===== config.mk =====
export PLATFORM = sky130hd
export DESIGN_NAME = oos_ctrl
export DESIGN_NICKNAME = d
export VERILOG_FILES = /design/src/hdl/oos_pkg.sv /design/src/hdl/oos_ctrl.sv
export SDC_FILE = /design/constraint.sdc
export NUM_CORES = 1
export LEC_CHECK = 0
export BUFFER_PORTS_ARGS = -buffer_cell sky130_fd_sc_hd__buf_2
export CORE_UTILIZATION = 45
export CTS_CLUSTER_SIZE = 16
export DETAILED_ROUTE_END_ITERATION = 10
export PLACE_DENSITY = 0.71
export SLEW_MARGIN = 30
export SYNTH_ARGS = -nofsm -noshare
export SYNTH_HDL_FRONTEND = slang
export SYNTH_SLANG_ARGS = --single-unit

===== constraint.sdc =====
create_clock -name aclk -period 1.65 [get_ports aclk]
set_input_delay 0.0825 -clock aclk [delete_from_list [all_inputs] [get_ports aclk]]
set_output_delay 0.0825 -clock aclk [all_outputs]
set_load 0.03 [all_outputs]

===== src/hdl/oos_pkg.sv =====
package oos_pkg;

    // Fixed field and datapath widths (input bound is 21 bits, so the
    // sieving primes stay below 2^11 and the root table below 1024 entries).
    localparam int N_W        = 21;   // upper bound
    localparam int CNT_W      = 21;   // prime count
    localparam int SS_W       = 22;   // segment start / last value
    localparam int ROOT_DEPTH = 1024; // odd root entries, entry i is 2i+3
    localparam int RI_W       = 10;   // root table index
    localparam int RC_W       = 11;   // root count / root loop counter
    localparam int R_W        = 11;   // integer square root
    localparam int RB_W       = 4;    // square root bit position
    localparam int P_W        = 12;   // sieving prime
    localparam int PSQ_W      = 24;   // prime squared
    localparam int J_W        = 23;   // mark offset
    localparam int REM_W      = 13;   // remainder of segment start by p
    localparam int DIV_W      = 5;    // divider step counter
    localparam int TDATA_W    = 24;   // stream data width (byte padded)

    typedef enum logic [4:0] {
        OP_NONE,
        OP_INIT_CLR,
        OP_LOAD,
        OP_SQRT_INIT,
        OP_SQRT_STEP,
        OP_RCOUNT,
        OP_ROOT_CLR,
        OP_RS_READ,
        OP_I_INC,
        OP_SQ,
        OP_RS_JINIT,
        OP_RS_MARK,
        OP_SEG_INIT,
        OP_SEG_LEN,
        OP_J_FROM_SQ,
        OP_DIV_INIT,
        OP_DIV_STEP,
        OP_J_FROM_REM,
        OP_SEG_MARK,
        OP_CNT_INIT,
        OP_CNT_STEP,
        OP_SEG_NEXT,
        OP_EMIT
    } op_t;

    typedef struct packed {
        op_t op;
    } cmd_t;

    typedef struct packed {
        logic init_last;
        logic out_free;
        logic n_small;
        logic sqrt_last;
        logic clr_done;
        logic i_done;
        logic root_marked;
        logic rs_j_done;
        logic seg_past;
        logic psq_gt_last;
        logic psq_ge_start;
        logic div_last;
        logic seg_j_done;
        logic cnt_done;
    } status_t;

endpackage


===== src/hdl/oos_ctrl.sv =====
module oos_ctrl import oos_pkg::*; (
    input  logic    aclk,
    input  logic    aresetn,
    input  logic    s_tvalid,
    output logic    s_tready,
    input  status_t status,
    output cmd_t    cmd
);

    typedef enum logic [4:0] {
        S_INIT, S_IDLE, S_CHECK, S_SQRT, S_RCNT, S_RCLR,
        S_RS_ADDR, S_RS_TEST, S_RS_JINIT, S_RS_MARK,
        S_SEG_INIT, S_SEG_TOP, S_SP_ADDR, S_SP_TEST, S_SP_CMP,
        S_SP_DIV, S_SP_OFF, S_SP_MARK, S_CNT_RUN, S_DONE
    } state_t;

    state_t state_reg;
    state_t state_next;

    assign s_tready = (state_reg == S_IDLE);

    always_comb begin
        state_next = state_reg;
        cmd.op     = OP_NONE;
        unique case (state_reg)
            S_INIT: begin
                cmd.op = OP_INIT_CLR;
                if (status.init_last) state_next = S_IDLE;
            end
            S_IDLE: begin
                if (s_tvalid) begin
                    cmd.op     = OP_LOAD;
                    state_next = S_CHECK;
                end
            end
            S_CHECK: begin
                if (status.n_small) begin
                    state_next = S_DONE;
                end else begin
                    cmd.op     = OP_SQRT_INIT;
                    state_next = S_SQRT;
                end
            end
            S_SQRT: begin
                cmd.op = OP_SQRT_STEP;
                if (status.sqrt_last) state_next = S_RCNT;
            end
            S_RCNT: begin
                cmd.op     = OP_RCOUNT;
                state_next = S_RCLR;
            end
            S_RCLR: begin
                if (status.clr_done) state_next = S_RS_ADDR;
                else                 cmd.op     = OP_ROOT_CLR;
            end
            S_RS_ADDR: begin
                if (status.i_done) begin
                    state_next = S_SEG_INIT;
                end else begin
                    cmd.op     = OP_RS_READ;
                    state_next = S_RS_TEST;
                end
            end
            S_RS_TEST: begin
                if (status.root_marked) begin
                    cmd.op     = OP_I_INC;
                    state_next = S_RS_ADDR;
                end else begin
                    cmd.op     = OP_SQ;
                    state_next = S_RS_JINIT;
                end
            end
            S_RS_JINIT: begin
                cmd.op     = OP_RS_JINIT;
                state_next = S_RS_MARK;
            end
            S_RS_MARK: begin
                if (status.rs_j_done) begin
                    cmd.op     = OP_I_INC;
                    state_next = S_RS_ADDR;
                end else begin
                    cmd.op = OP_RS_MARK;
                end
            end
            S_SEG_INIT: begin
                cmd.op     = OP_SEG_INIT;
                state_next = S_SEG_TOP;
            end
            S_SEG_TOP: begin
                if (status.seg_past) begin
                    state_next = S_DONE;
                end else begin
                    cmd.op     = OP_SEG_LEN;
                    state_next = S_SP_ADDR;
                end
            end
            S_SP_ADDR: begin
                if (status.i_done) begin
                    cmd.op     = OP_CNT_INIT;
                    state_next = S_CNT_RUN;
                end else begin
                    cmd.op     = OP_RS_READ;
                    state_next = S_SP_TEST;
                end
            end
            S_SP_TEST: begin
                if (status.root_marked) begin
                    cmd.op     = OP_I_INC;
                    state_next = S_SP_ADDR;
                end else begin
                    cmd.op     = OP_SQ;
                    state_next = S_SP_CMP;
                end
            end
            S_SP_CMP: begin
                priority if (status.psq_gt_last) begin
                    cmd.op     = OP_CNT_INIT;
                    state_next = S_CNT_RUN;
                end else if (status.psq_ge_start) begin
                    cmd.op     = OP_J_FROM_SQ;
                    state_next = S_SP_MARK;
                end else begin
                    cmd.op     = OP_DIV_INIT;
                    state_next = S_SP_DIV;
                end
            end
            S_SP_DIV: begin
                cmd.op = OP_DIV_STEP;
                if (status.div_last) state_next = S_SP_OFF;
            end
            S_SP_OFF: begin
                cmd.op     = OP_J_FROM_REM;
                state_next = S_SP_MARK;
            end
            S_SP_MARK: begin
                if (status.seg_j_done) begin
                    cmd.op     = OP_I_INC;
                    state_next = S_SP_ADDR;
                end else begin
                    cmd.op = OP_SEG_MARK;
                end
            end
            S_CNT_RUN: begin
                if (status.cnt_done) begin
                    cmd.op     = OP_SEG_NEXT;
                    state_next = S_SEG_TOP;
                end else begin
                    cmd.op = OP_CNT_STEP;
                end
            end
            S_DONE: begin
                if (status.out_free) begin
                    cmd.op     = OP_EMIT;
                    state_next = S_IDLE;
                end
            end
            default: begin
                state_next = S_IDLE;
            end
        endcase
    end

    always_ff @(posedge aclk) begin
        if (!aresetn) begin
            state_reg <= S_INIT;
        end else begin
            state_reg <= state_next;
        end
    end

endmodule


==> results of run 1 <==
-- Yosys cell counts, types with 3 or more instances --
library cell	count	area [µm²]
nor2_1	13	48.80
inv_1	4	15.01
nand2b_1	7	43.79
dfxtp_1	5	100.1
or3_1	3	18.77
a31oi_1	4	25.02
nand3_1	4	20.02
nand2_1	12	45.04
o21ai_0	4	20.02
nand4_1	5	31.28
buf_2	10	50.05
nor3_1	5	25.02
a211oi_1	3	22.52
a21oi_1	13	65.06
nor2b_1	4	25.02
-- stage by stage --
stage                     hold WS (ns)  utilization [%]  setup WS, ns  std cells
after floorplan                 0.2137                -      -0.06104        148
after global placement          0.3442            69.93       -0.1615        226
after detailed placement        0.3489            69.93       -0.1890        226
after CTS                      0.07145            87.01       -0.2536        244
-- cell families after synthesis --
| group | synth area share (%) |
|---|---|
| AO/OA/AOI/OAI | 38.25 |
| XOR/XNOR | 0.8752 |
| buffers and inverters | 8.374 |
| flip-flops | 10.00 |
| multiplexers | 1.000 |
| AND/OR/NAND/NOR | 41.50 |
-- metal layers --
layer  GRT overflow  track usage, %
met4              3           60.78
met5              0           2.381
met3              0           38.63
met1              0           69.10
met2              9           84.47
-- timing repair --
item                       in CTS
setup endpoints to repair      11
buffers inserted               14
resized for setup              62
hold endpoints to repair        0
pin swaps                      20
==> out/results.txt, run 1 <==
GRT Overall Usage: 64.20%
routability congestion estimate: 1.035
Ports: 23
Num Clock Sinks: 5
worst endpoint after global-route timing repair: cmd[2]
HPWL after detailed placement: 3146 µm
die width: 49.17 µm
outcome: aborted with a tool error
Die H: 49.17 µm
stop err: [ERROR GRT-0232] Routing congestion too high. Check the congestion heatmap in the GUI.
Clk Tree Root Cell: clkbuf_4
Seq cells post-synth: 5
last stage reached: 5_1_grt
synthesis warning total: 0
# port buffers: 22
Synth Instances: 148
Unique masters post-synth: 57
Post-synth EDFFs: 0
async set or reset register ratio after synthesis: 0%
number of core rows: 16
H-tree depth: 1
Post-synth top flop: dfxtp_1
worst_ep kind: primary output
Syn Std Cell Area: 1001 µm²
starting density of the core: 49.50%
Seq/Total Area, Yosys: 10.00%
CTS buffer count: 3
CTS hold repair buffers: 0
average size of a mapped cell: 6.763 µm²
Max Root-Sink Buffers: 2
Syn Nets: 165
total gr overflow: 12
largest net degree at the start of global routing: 18
placed inst area: 1414 µm²
==> run 2, diff against run 1 <==
--- a/config.mk
+++ b/config.mk
@@ -6,10 +6,10 @@
 export NUM_CORES = 1
 export LEC_CHECK = 0
 export BUFFER_PORTS_ARGS = -buffer_cell sky130_fd_sc_hd__buf_2
-export CORE_UTILIZATION = 45
-export CTS_CLUSTER_SIZE = 16
+export CORE_AREA = 2 2 63 65
 export DETAILED_ROUTE_END_ITERATION = 10
-export PLACE_DENSITY = 0.71
+export DIE_AREA = 0 0 65 67
+export PLACE_DENSITY_LB_ADDON = 0.15
 export SLEW_MARGIN = 30
 export SYNTH_ARGS = -nofsm -noshare
 export SYNTH_HDL_FRONTEND = slang
==> constraint.sdc (replaced) <==
create_clock -name aclk -period 2.1 [get_ports aclk]
set_input_delay 0.105 -clock aclk [delete_from_list [all_inputs] [get_ports aclk]]
set_output_delay 0.105 -clock aclk [all_outputs]
set_load 0.03 [all_outputs]
==> run 2 against run 1 <==
Net effect:
- the run now ends clean
- area after synthesis unchanged
- synthesized cell count unchanged
==> out/results.txt, run 2 <==
outcome: completed (was aborted with a tool error)
average size of a mapped cell: 6.763 µm² (unchanged)
CTS hold repair buffers: 0 (unchanged)
number of core rows: 22 (was 16)
Period minus WS final: 2.022 ns
initial antenna violation count: 0
core area: 3606 µm²
Post-Layout Inst Area: 1276 µm²
Min-Delay Path Class: input port to flip-flop
Die H: 67 µm (was 49.17 µm)
Clk Latency, worst-skew pair: 0.23 ns
critical path type: flip-flop to primary output
max-slew violation count: 0
Critical Path Slowest Stage Cell: or4_1
async set or reset register ratio after synthesis: 0% (unchanged)
Synth Instances: 148 (unchanged)
die width: 65 µm (was 49.17 µm)
max-cap check violation count: 0
Seq cells post-synth: 5 (unchanged)
GRT Overall Usage: 17.37%
CTS buffer count: 3 (unchanged)
Clk Tree Root Cell: clkbuf_8 (was clkbuf_4)
# port buffers: 22 (unchanged)
largest net degree at the start of global routing: 18
Max Root-Sink Buffers: 2 (unchanged)
synthesis warning total: 0 (unchanged)
Pre-antenna DRT Iters: 4
Leak: 0.5014 nW
setup TNS: 0 ns
via total after detailed routing: 1355
Layout fillers: 392
final worst-path cycle share: 96.27%
Synth top area share: 10.00% (unchanged)
drt drc: 0
Ports: 23 (unchanged)
Critical Path RT: 2.00 ns
post-synth top area cell: dfxtp_1 (unchanged)
Unique masters post-synth: 57 (unchanged)
postcts setup bufs: 0 (was 14)
most frequent cells in the layout: 22 x buf_2, 15 x buf_4, 13 x nor2_1, 13 x a21oi_1, 12 x nand2_1
first-pass GRT wire length: 5906 µm
final setup vio count: 0
reg-to-reg setup timing slack: 0.22 ns
HPWL after detailed placement: 2806 µm (was 3146 µm)
Iter 0 DRT Violations: 134
TritonCTS clock tree: built
Wirelength per Cell: 15.86 µm
placed inst area: 1220 µm² (was 1414 µm²)
CP Cell Sequence: nand2b_1, or4_1, o41a_1, and3_1, o21ai_0, buf_2
Power Density: 1015 nW/µm²
# nets final: 194
Syn Nets: 165 (unchanged)
DR vias/cell: 6.049
Post-synth EDFFs: 0 (unchanged)
layout cells sized above 1: 29.55%
endpoints failing hold: 0
die area: 4355 µm²
H-tree depth: 1 (unchanged)
Setup Skew: 0.007201 ns
crit start category: flip-flop
antenna cells: 0
Seq/Total Area, Yosys: 10.00% (unchanged)
final wirelength: 3552 µm
starting density of the core: 27.76% (was 49.50%)
VDD IR max: 0.0004625 V
endpoint class of the critical path: primary output
leading cell type in the layout, fill and taps excluded: buf_2
Num Clock Sinks: 5 (unchanged)
max reg flops: 5
synth-to-layout area growth: 27.50%
vias in the first global route: 1263
dominant cells by area after synthesis: dfxtp_1 10%, a21oi_1 6.5%, buf_2 5.0% (unchanged)
Relative slew margins: 76.17%
clk slew on worst S/H paths: 0.04 ns
Syn Std Cell Area: 1001 µm² (unchanged)
RSZ-0062 raised after global routing: false
routability congestion estimate: 0.9499 (was 1.035)
Post-synth top flop: dfxtp_1 (unchanged)
Peak Freq: 494.7 MHz
synth cell count leaders: 13 x a21oi_1, 13 x nor2_1, 12 x nand2_1 (unchanged)
crit path DAT: 1.92 ns
Final ANT Viol Nets: 0
CP max stage delay: 0.48 ns
Slew @ Worst Pin: 0.3530 ns
Critical Path Fanout Max: 12
total gr overflow: 0
run 2: cell counts after synthesis:
Identical to the previous run, type by type.
run 2: worst paths after layout:
kind / from / end / cells past startpoint
min: aresetn / state_reg[3]$_SDFFE_PN0P_ / 2
max: state_reg[3]$_SDFFE_PN0P_ / cmd[2] / 6
max reg2reg: state_reg[2]$_SDFFE_PN0P_ / state_reg[3]$_SDFFE_PN0P_ / 6
min reg2reg: state_reg[2]$_SDFFE_PN0P_ / state_reg[2]$_SDFFE_PN0P_ / 2
run 2: where the power goes:
part	switching, mW	internal, mW
combinational	0.575	0.366
sequential	0.0444	0.124
clock	0.0547	0.131
run 2: through the flow:
stage          instances  total power, mW  hold slack (ns)  worst slack, ns  utilization [%]
6_report             224            1.295           0.1270          0.07841            35.39
5_1_grt              224            1.388           0.1285        0.0002860            35.39
4_1_cts              224            1.278           0.1253          0.03441            35.18
3_5_place_dp         220            1.088           0.3733          0.05507            33.83
3_3_place_gp         220            1.105           0.3729          0.07790            33.83
2_1_floorplan        148           0.8239           0.2362           0.2130                -
run 2: final cells by class:
cell class                 instances  area (µm²)  area share [%]
sequential                         5       107.6           8.431
tap                               48       60.06           4.706
clock buffer                       4       45.04           3.529
multi-input combinational        126       825.8           64.71
timing repair buffer              37       222.7           17.45
inverter                           4       15.01           1.176
run 2: routing by layer:
| metal | track usage (%) | vias to the layer above | share of wire [%] |
|---|---|---|---|
| li1 | - | 636 | - |
| met1 | 22.43 | 628 | 42 |
| met2 | 27.19 | 75 | 45 |
| met3 | 3.209 | 16 | 8.6 |
| met4 | 9.309 | 0 | 4.4 |
| met5 | 0 | - | 0 |
run 2: what timing repair did:
action	in CTS	in global routing
pin swaps	0	0
endpoints found under the setup margin	2	2
resized for setup	4	3
run 2: cells by family after synthesis:
family,share of synthesized area [%]
muxes,1.000
xor gates and xnor gates,0.8752
AOI/OAI and AO/OA,38.25
and+or+nand+nor,41.50
buffers and inverters,8.374
DFF,10.00
run 2: worst max-delay path, delay by kind of cell (launching register included):
family / cells / cell delay (ns)
flip-flops: 1 / 0.39
AO/OA/AOI/OAI: 2 / 0.23
buffers and inverters: 1 / 0.22
AND/OR/NAND/NOR: 3 / 0.85
Note: power is estimated with default switching activity, not from simulation.
==> run 3, diff against run 2 <==
--- a/config.mk
+++ b/config.mk
@@ -7,6 +7,7 @@
 export LEC_CHECK = 0
 export BUFFER_PORTS_ARGS = -buffer_cell sky130_fd_sc_hd__buf_2
 export CORE_AREA = 2 2 63 65
+export CTS_BUF_LIST = sky130_fd_sc_hd__clkbuf_8
 export DETAILED_ROUTE_END_ITERATION = 10
 export DIE_AREA = 0 0 65 67
 export PLACE_DENSITY_LB_ADDON = 0.15
==> constraint.sdc (replaced) <==
create_clock -name aclk -period 2.1 [get_ports aclk]
set_input_delay 0.105 -clock aclk [delete_from_list [all_inputs] [get_ports aclk]]
set_output_delay 0.105 -clock aclk [all_outputs]
set_load 0.005 [all_outputs]
==> run 3 against run 2 <==
Net effect:
- routed wire length is 4.4% higher
- worst hold slack better by 0.028 ns
- register-to-register slack worse by 0.06 ns
- first-iteration DRC count grew 6.7%
- worst setup slack better by 0.0081 ns
- combinational power shrank 4.3%
- clock skew fell by 0.0066 ns
- critical endpoint is now cmd[0]
- largest cell class unchanged
==> out/results.txt, run 3 (synthesized netlist as in run 2, its figures left out) <==
outcome: completed (unchanged)
# port buffers: 22 (unchanged)
Iter 0 DRT Violations: 143 (was 134)
Min-Delay Path Class: input port to flip-flop (unchanged)
Setup Skew: 0.0005801 ns (was 0.007201 ns)
Power Density: 962.1 nW/µm² (was 1015 nW/µm²)
sequential share of power: 13.5% (was 13.0%)
starting density of the core: 27.76% (unchanged)
die area: 4355 µm² (unchanged)
TritonCTS clock tree: built (unchanged)
Relative slew margins: 74.72% (was 76.17%)
final wirelength: 3710 µm (was 3552 µm)
RSZ-0062 raised after global routing: true (was false)
Peak Freq: 496.7 MHz (was 494.7 MHz)
leading cell type in the layout, fill and taps excluded: buf_2 (unchanged)
Max Root-Sink Buffers: 2 (unchanged)
Clk Latency, worst-skew pair: 0.22 ns (was 0.23 ns)
clk slew on worst S/H paths: 0.03 ns (was 0.04 ns)
DR vias/cell: 6.014 (was 6.049)
H-tree depth: 1 (unchanged)
HPWL after detailed placement: 2816 µm (was 2806 µm)
max-cap check violation count: 0 (unchanged)
endpoint class of the critical path: primary output (unchanged)
Ports: 23 (unchanged)
crit path DAT: 1.91 ns (was 1.92 ns)
largest net degree at the start of global routing: 30 (was 18)
final worst-path cycle share: 95.88% (was 96.27%)
crit start category: flip-flop (unchanged)
Layout fillers: 398 (was 392)
final setup vio count: 0 (unchanged)
via total after detailed routing: 1329 (was 1355)
Fin Hold WS: 0.1555 ns (was 0.1270 ns)
part of the power in combinational logic: 72.6% (about the same)
synth-to-layout area growth: 28.88% (was 27.50%)
pre-CTS WS: 0.1598 ns (was 0.05507 ns)
Num Clock Sinks: 5 (unchanged)
initial antenna violation count: 0 (unchanged)
Final ANT Viol Nets: 0 (unchanged)
Clk Tree Root Cell: clkbuf_8 (unchanged)
critical path type: flip-flop to primary output (unchanged)
Pre-antenna DRT Iters: 4 (unchanged)
core area: 3606 µm² (unchanged)
postcts setup bufs: 0 (unchanged)
max-slew violation count: 0 (unchanged)
Slew @ Worst Pin: 0.3744 ns (was 0.3530 ns)
Psw: 0.5967 mW (was 0.6741 mW)
Wirelength per Cell: 16.79 µm (was 15.86 µm)
most frequent cells in the layout: 22 x buf_2, 13 x nor2_1, 13 x a21oi_1, 12 x nand2_1, 9 x buf_4 (was 22 x buf_2, 15 x buf_4, 13 x nor2_1, 13 x a21oi_1, 12 x nand2_1)
switch share: 48.08% (was 52.06%)
Period minus WS final: 2.013 ns (was 2.022 ns)
first-pass GRT wire length: 5878 µm (was 5906 µm)
Critical Path RT: 2.00 ns (about the same)
CTS buffer count: 3 (unchanged)
max reg flops: 5 (unchanged)
routability congestion estimate: 0.8799 (was 0.9499)
antenna cells: 0 (unchanged)
# nets final: 191 (was 194)
drt drc: 0 (unchanged)
endpoints failing hold: 0 (unchanged)
layout cells sized above 1: 27.75% (was 29.55%)
number of core rows: 22 (unchanged)
Critical Path Fanout Max: 9 (was 12)
Die H: 67 µm (unchanged)
Pint: 0.6444 mW (was 0.6209 mW)
post-layout worst setup margin: 0.08651 ns (was 0.07841 ns)
setup TNS: 0 ns (unchanged)
VDD IR max: 0.0003958 V (was 0.0004625 V)
vias in the first global route: 1267 (was 1263)
power share of the clock group: 13.9% (was 14.3%)
die width: 65 µm (unchanged)
Leak: 0.4955 nW (was 0.5014 nW)
GRT Overall Usage: 17.12% (was 17.37%)
total gr overflow: 0 (unchanged)
run 3: cell type report:
cell class,count,area [µm²],share of cell area [%]
Clock inverter,1,3.754,0.2910
Multi-Input combinational cell,126,823.3,63.82
Timing Repair Buffer,34,242.7,18.82
Tap cell,48,60.06,4.656
Clock buffer,3,41.29,3.201
Inverter,4,15.01,1.164
Sequential cell,5,103.9,8.050
run 3: timing repair:
action                                  4_1_cts  5_1_grt
hold buffers                                  0        0
gates cloned                                  0        1
hold endpoints to repair                      0        0
endpoints found under the setup margin        1        3
gates resized for setup                       1        5
run 3: worst paths after layout:
| path | depth (start not counted) | endpoint | slack (ns) | startpoint |
|---|---|---|---|---|
| worst max-delay path | 6 | cmd[0] | 0.09 | state_reg[2]$_SDFFE_PN0P_ |
| worst min-delay path | 2 | state_reg[3]$_SDFFE_PN0P_ | 0.16 | aresetn |
| worst max register to register | 6 | state_reg[3]$_SDFFE_PN0P_ | 0.16 | state_reg[2]$_SDFFE_PN0P_ |
| worst min register to register | 2 | state_reg[0]$_SDFFE_PN0P_ | 0.56 | state_reg[0]$_SDFFE_PN0P_ |
run 3: power groups by stage:
stage	Combinational, mW	Sequential (mW)	Clock (mW)
final	0.901	0.167	0.173
after global routing	0.970	0.170	0.183
after CTS	0.861	0.161	0.177
after detailed placement	0.856	0.163	0
after global placement	0.861	0.164	0
after floorplan	0.594	0.135	0
run 3: stage by stage:
stage	std cells	power [mW]	utilization [%]	cell area (µm²)
finish	221	1.241	35.77	1290
global route	221	1.323	35.77	1290
CTS	220	1.199	34.80	1255
global placement	216	1.026	33.55	1210
detailed placement	216	1.019	33.55	1210
floorplan	148	0.7286	-	1001
run 3: critical path: stages (launching register included):
cell and delay (ns):
dfxtp_1 0.49, or2b_1 0.18, or3_1 0.16, o21ai_2 0.07, a221o_1 0.35, a311o_1 0.31
buf_2 0.13
run 3: layer usage:
layer / global-route usage, % / part of all wire, % / vias up / wire length, µm
met5: 0 / 0 / - / 0
li1: - / - / 636 / -
met3: 2.196 / 6.3 / 6 / 232
met1: 21.75 / 44 / 624 / 1628
met4: 6.649 / 1.3 / 0 / 48
met2: 29.25 / 49 / 63 / 1800
==> run 4, diff against run 3 <==
--- a/config.mk
+++ b/config.mk
@@ -6,11 +6,13 @@
 export NUM_CORES = 1
 export LEC_CHECK = 0
 export BUFFER_PORTS_ARGS = -buffer_cell sky130_fd_sc_hd__buf_2
+export CELL_PAD_IN_SITES_DETAIL_PLACEMENT = 1
+export CELL_PAD_IN_SITES_GLOBAL_PLACEMENT = 1
 export CORE_AREA = 2 2 63 65
 export CTS_BUF_LIST = sky130_fd_sc_hd__clkbuf_8
 export DETAILED_ROUTE_END_ITERATION = 10
 export DIE_AREA = 0 0 65 67
-export PLACE_DENSITY_LB_ADDON = 0.15
+export PLACE_DENSITY = 0.6
 export SLEW_MARGIN = 30
 export SYNTH_ARGS = -nofsm -noshare
 export SYNTH_HDL_FRONTEND = slang
==> run 4 against run 3 <==
Net effect:
- via count shrank 0.15%
- worst hold slack worse by 0.0095 ns
- sequential share of layout area barely moved
- cell area is 0.39% higher
- critical endpoint unchanged
- largest cell class unchanged
- largest power group unchanged
==> out/results.txt, run 4 (synthesized netlist as in run 2, its figures left out) <==
starting density of the core: 27.76% (unchanged)
Relative slew margins: 73.18% (was 74.72%)
first-pass GRT wire length: 6279 µm (was 5878 µm)
number of cells on the worst reg-to-reg path: 7 (was 6)
Worst Hold End: state_reg[3]$_SDFFE_PN0P_ (unchanged)
Clk Latency, worst-skew pair: 0.22 ns (about the same)
Period minus WS final: 2.030 ns (was 2.013 ns)
final setup vio count: 0 (unchanged)
Placed Instances: 216 (unchanged)
vias in the first global route: 1269 (was 1267)
H-tree depth: 1 (unchanged)
Critical Path RT: 2.00 ns (about the same)
Pre-antenna DRT Iters: 4 (unchanged)
routability congestion estimate: 0.8955 (was 0.8799)
Num Clock Sinks: 5 (unchanged)
endpoint class of the critical path: primary output (unchanged)
Max Root-Sink Buffers: 2 (unchanged)
RSZ-0062 raised after global routing: true (unchanged)
initial antenna violation count: 0 (unchanged)
Critical Path Fanout Max: 12 (was 9)
pre-CTS WS: 0.1178 ns (was 0.1598 ns)
Wirelength per Cell: 17.80 µm (was 16.79 µm)
Hold Path Depth: 2 (unchanged)
reg-to-reg setup timing slack: 0.17 ns (was 0.16 ns)
fin cells: 225 (was 221)
clk slew on worst S/H paths: 0.04 ns (was 0.03 ns)
leading cell type in the layout, fill and taps excluded: buf_2 (unchanged)
synth-to-layout area growth: 29.37% (was 28.88%)
Reg area: 103.9 µm² (unchanged)
DR vias/cell: 5.898 (was 6.014)
sequential share of power: 12.8% (was 13.5%)
HPWL after detailed placement: 3085 µm (was 2816 µm)
layout cells sized above 1: 29.94% (was 27.75%)
most frequent cells in the layout: 22 x buf_2, 15 x buf_4, 13 x nor2_1, 13 x a21oi_1, 12 x nand2_1 (was 22 x buf_2, 13 x nor2_1, 13 x a21oi_1, 12 x nand2_1, 9 x buf_4)
Iter 0 DRT Violations: 120 (was 143)
# port buffers: 22 (unchanged)
largest net degree at the start of global routing: 22 (was 30)
crit path DAT: 1.92 ns (was 1.91 ns)
total power: 1.226 mW (was 1.241 mW)
max layer used: met4 (unchanged)
critical path type: flip-flop to primary output (unchanged)
max-slew violation count: 0 (unchanged)
final wirelength: 4005 µm (was 3710 µm)
met2 wire len: 1925 µm (was 1800 µm)
Slew @ Worst Pin: 0.3972 ns (was 0.3744 ns)
outcome: completed (unchanged)
die width: 65 µm (unchanged)
GRT Overall Usage: 18.58% (was 17.12%)
total gr overflow: 0 (unchanged)
Worst R2R Start: state_reg[1]$_SDFFE_PN0P_ (was state_reg[2]$_SDFFE_PN0P_)
Leak: 0.5131 nW (was 0.4955 nW)
Final ANT Viol Nets: 0 (unchanged)
crit start category: flip-flop (unchanged)
# nets final: 195 (was 191)
CTS buffer count: 3 (unchanged)
final worst-path cycle share: 96.66% (was 95.88%)
Crit Reg-Reg Endpoint: state_reg[3]$_SDFFE_PN0P_ (unchanged)
Power Density: 946.9 nW/µm² (was 962.1 nW/µm²)
Psw: 0.6009 mW (was 0.5967 mW)
number of core rows: 22 (unchanged)
setup TNS: 0 ns (unchanged)
Post-Layout Inst Area: 1295 µm² (was 1290 µm²)
Setup Skew: 0.001901 ns (was 0.0005801 ns)
switch share: 49.00% (was 48.08%)
die area: 4355 µm² (unchanged)
power share of the clock group: 14.2% (was 13.9%)
CTS hold repair buffers: 0 (unchanged)
TritonCTS clock tree: built (unchanged)
core area: 3606 µm² (unchanged)
post-layout util: 35.91% (was 35.77%)
met3 routed WL: 201 µm (was 232 µm)
Min-Delay Path Class: input port to flip-flop (unchanged)
Pint: 0.6253 mW (was 0.6444 mW)
part of the power in combinational logic: 73.1% (was 72.6%)
post-layout worst setup margin: 0.07006 ns (was 0.08651 ns)
Fin Hold WS: 0.1460 ns (was 0.1555 ns)
Peak Freq: 492.6 MHz (was 496.7 MHz)
Ports: 23 (unchanged)
max-cap check violation count: 0 (unchanged)
placed inst area: 1197 µm² (was 1210 µm²)
via total after detailed routing: 1327 (was 1329)
drt drc: 0 (unchanged)
Layout fillers: 481 (was 398)
antenna cells: 0 (unchanged)
Die H: 67 µm (unchanged)
Clk Tree Root Cell: clkbuf_8 (unchanged)
met1 WL: 1810 µm (was 1628 µm)
endpoints failing hold: 0 (unchanged)
max reg flops: 5 (unchanged)
VDD IR max: 0.0004110 V (was 0.0003958 V)
min-delay src: aresetn (unchanged)
Multi-input gate area: 828.3 µm² (was 823.3 µm²)
## run 4: cell count changes in the layout (fill, tap and decap cells not counted)
cell,delta
clkbuf_16,-1
buf_12,-1
buf_4,+6
or3_1,-1
or3_4,+1
## run 4: critical path, stage by stage (launching register included)
cell,delay [ns]
dfxtp_2,0.34
buf_12,0.14
or2b_1,0.20
or3_4,0.15
o21ai_2,0.06
a221o_1,0.34
a311o_1,0.34
buf_2,0.13
## run 4: timing repair
action                                  CTS  global route
hold endpoints to repair                  0             0
gates resized for setup                   2             5
buffers inserted                          0             5
endpoints found under the setup margin    1             4
## run 4: power by group through the flow
stage / clock network, mW / logic [mW] / registers [mW]
floorplan: 0 / 0.594 / 0.135
global placement: 0 / 0.844 / 0.154
detailed placement: 0 / 0.845 / 0.156
CTS: 0.180 / 0.848 / 0.155
global route: 0.189 / 0.975 / 0.160
finish: 0.174 / 0.896 / 0.157
## run 4: layout make-up
class,count,area share [%]
Clock inverter,1,0.2899
Clock buffer,3,3.188
Multi-Input combinational cell,126,63.96
Timing Repair Buffer,38,18.74
Sequential cell,5,8.019
Tap cell,48,4.638
Inverter,4,1.159
## run 4: layer usage
metal | global-route usage, % | vias up
met2 | 31.19 | 43
met3 | 0.6757 | 6
met1 | 25.05 | 644
met4 | 7.181 | 0
li1 | - | 634
met5 | 0 | -
## run 4: how the worst max path moves through the flow
stage                         startpoint  cells after the start                        end
2_1_floorplan  state_reg[2]$_SDFFE_PN0P_                      5  state_reg[3]$_SDFFE_PN0P_
3_3_place_gp   state_reg[3]$_SDFFE_PN0P_                      6  state_reg[3]$_SDFFE_PN0P_
3_5_place_dp   state_reg[3]$_SDFFE_PN0P_                      6  state_reg[3]$_SDFFE_PN0P_
4_1_cts        state_reg[1]$_SDFFE_PN0P_                      7                     cmd[0]
5_1_grt        state_reg[1]$_SDFFE_PN0P_                      7                     cmd[0]
6_report       state_reg[1]$_SDFFE_PN0P_                      7                     cmd[0]
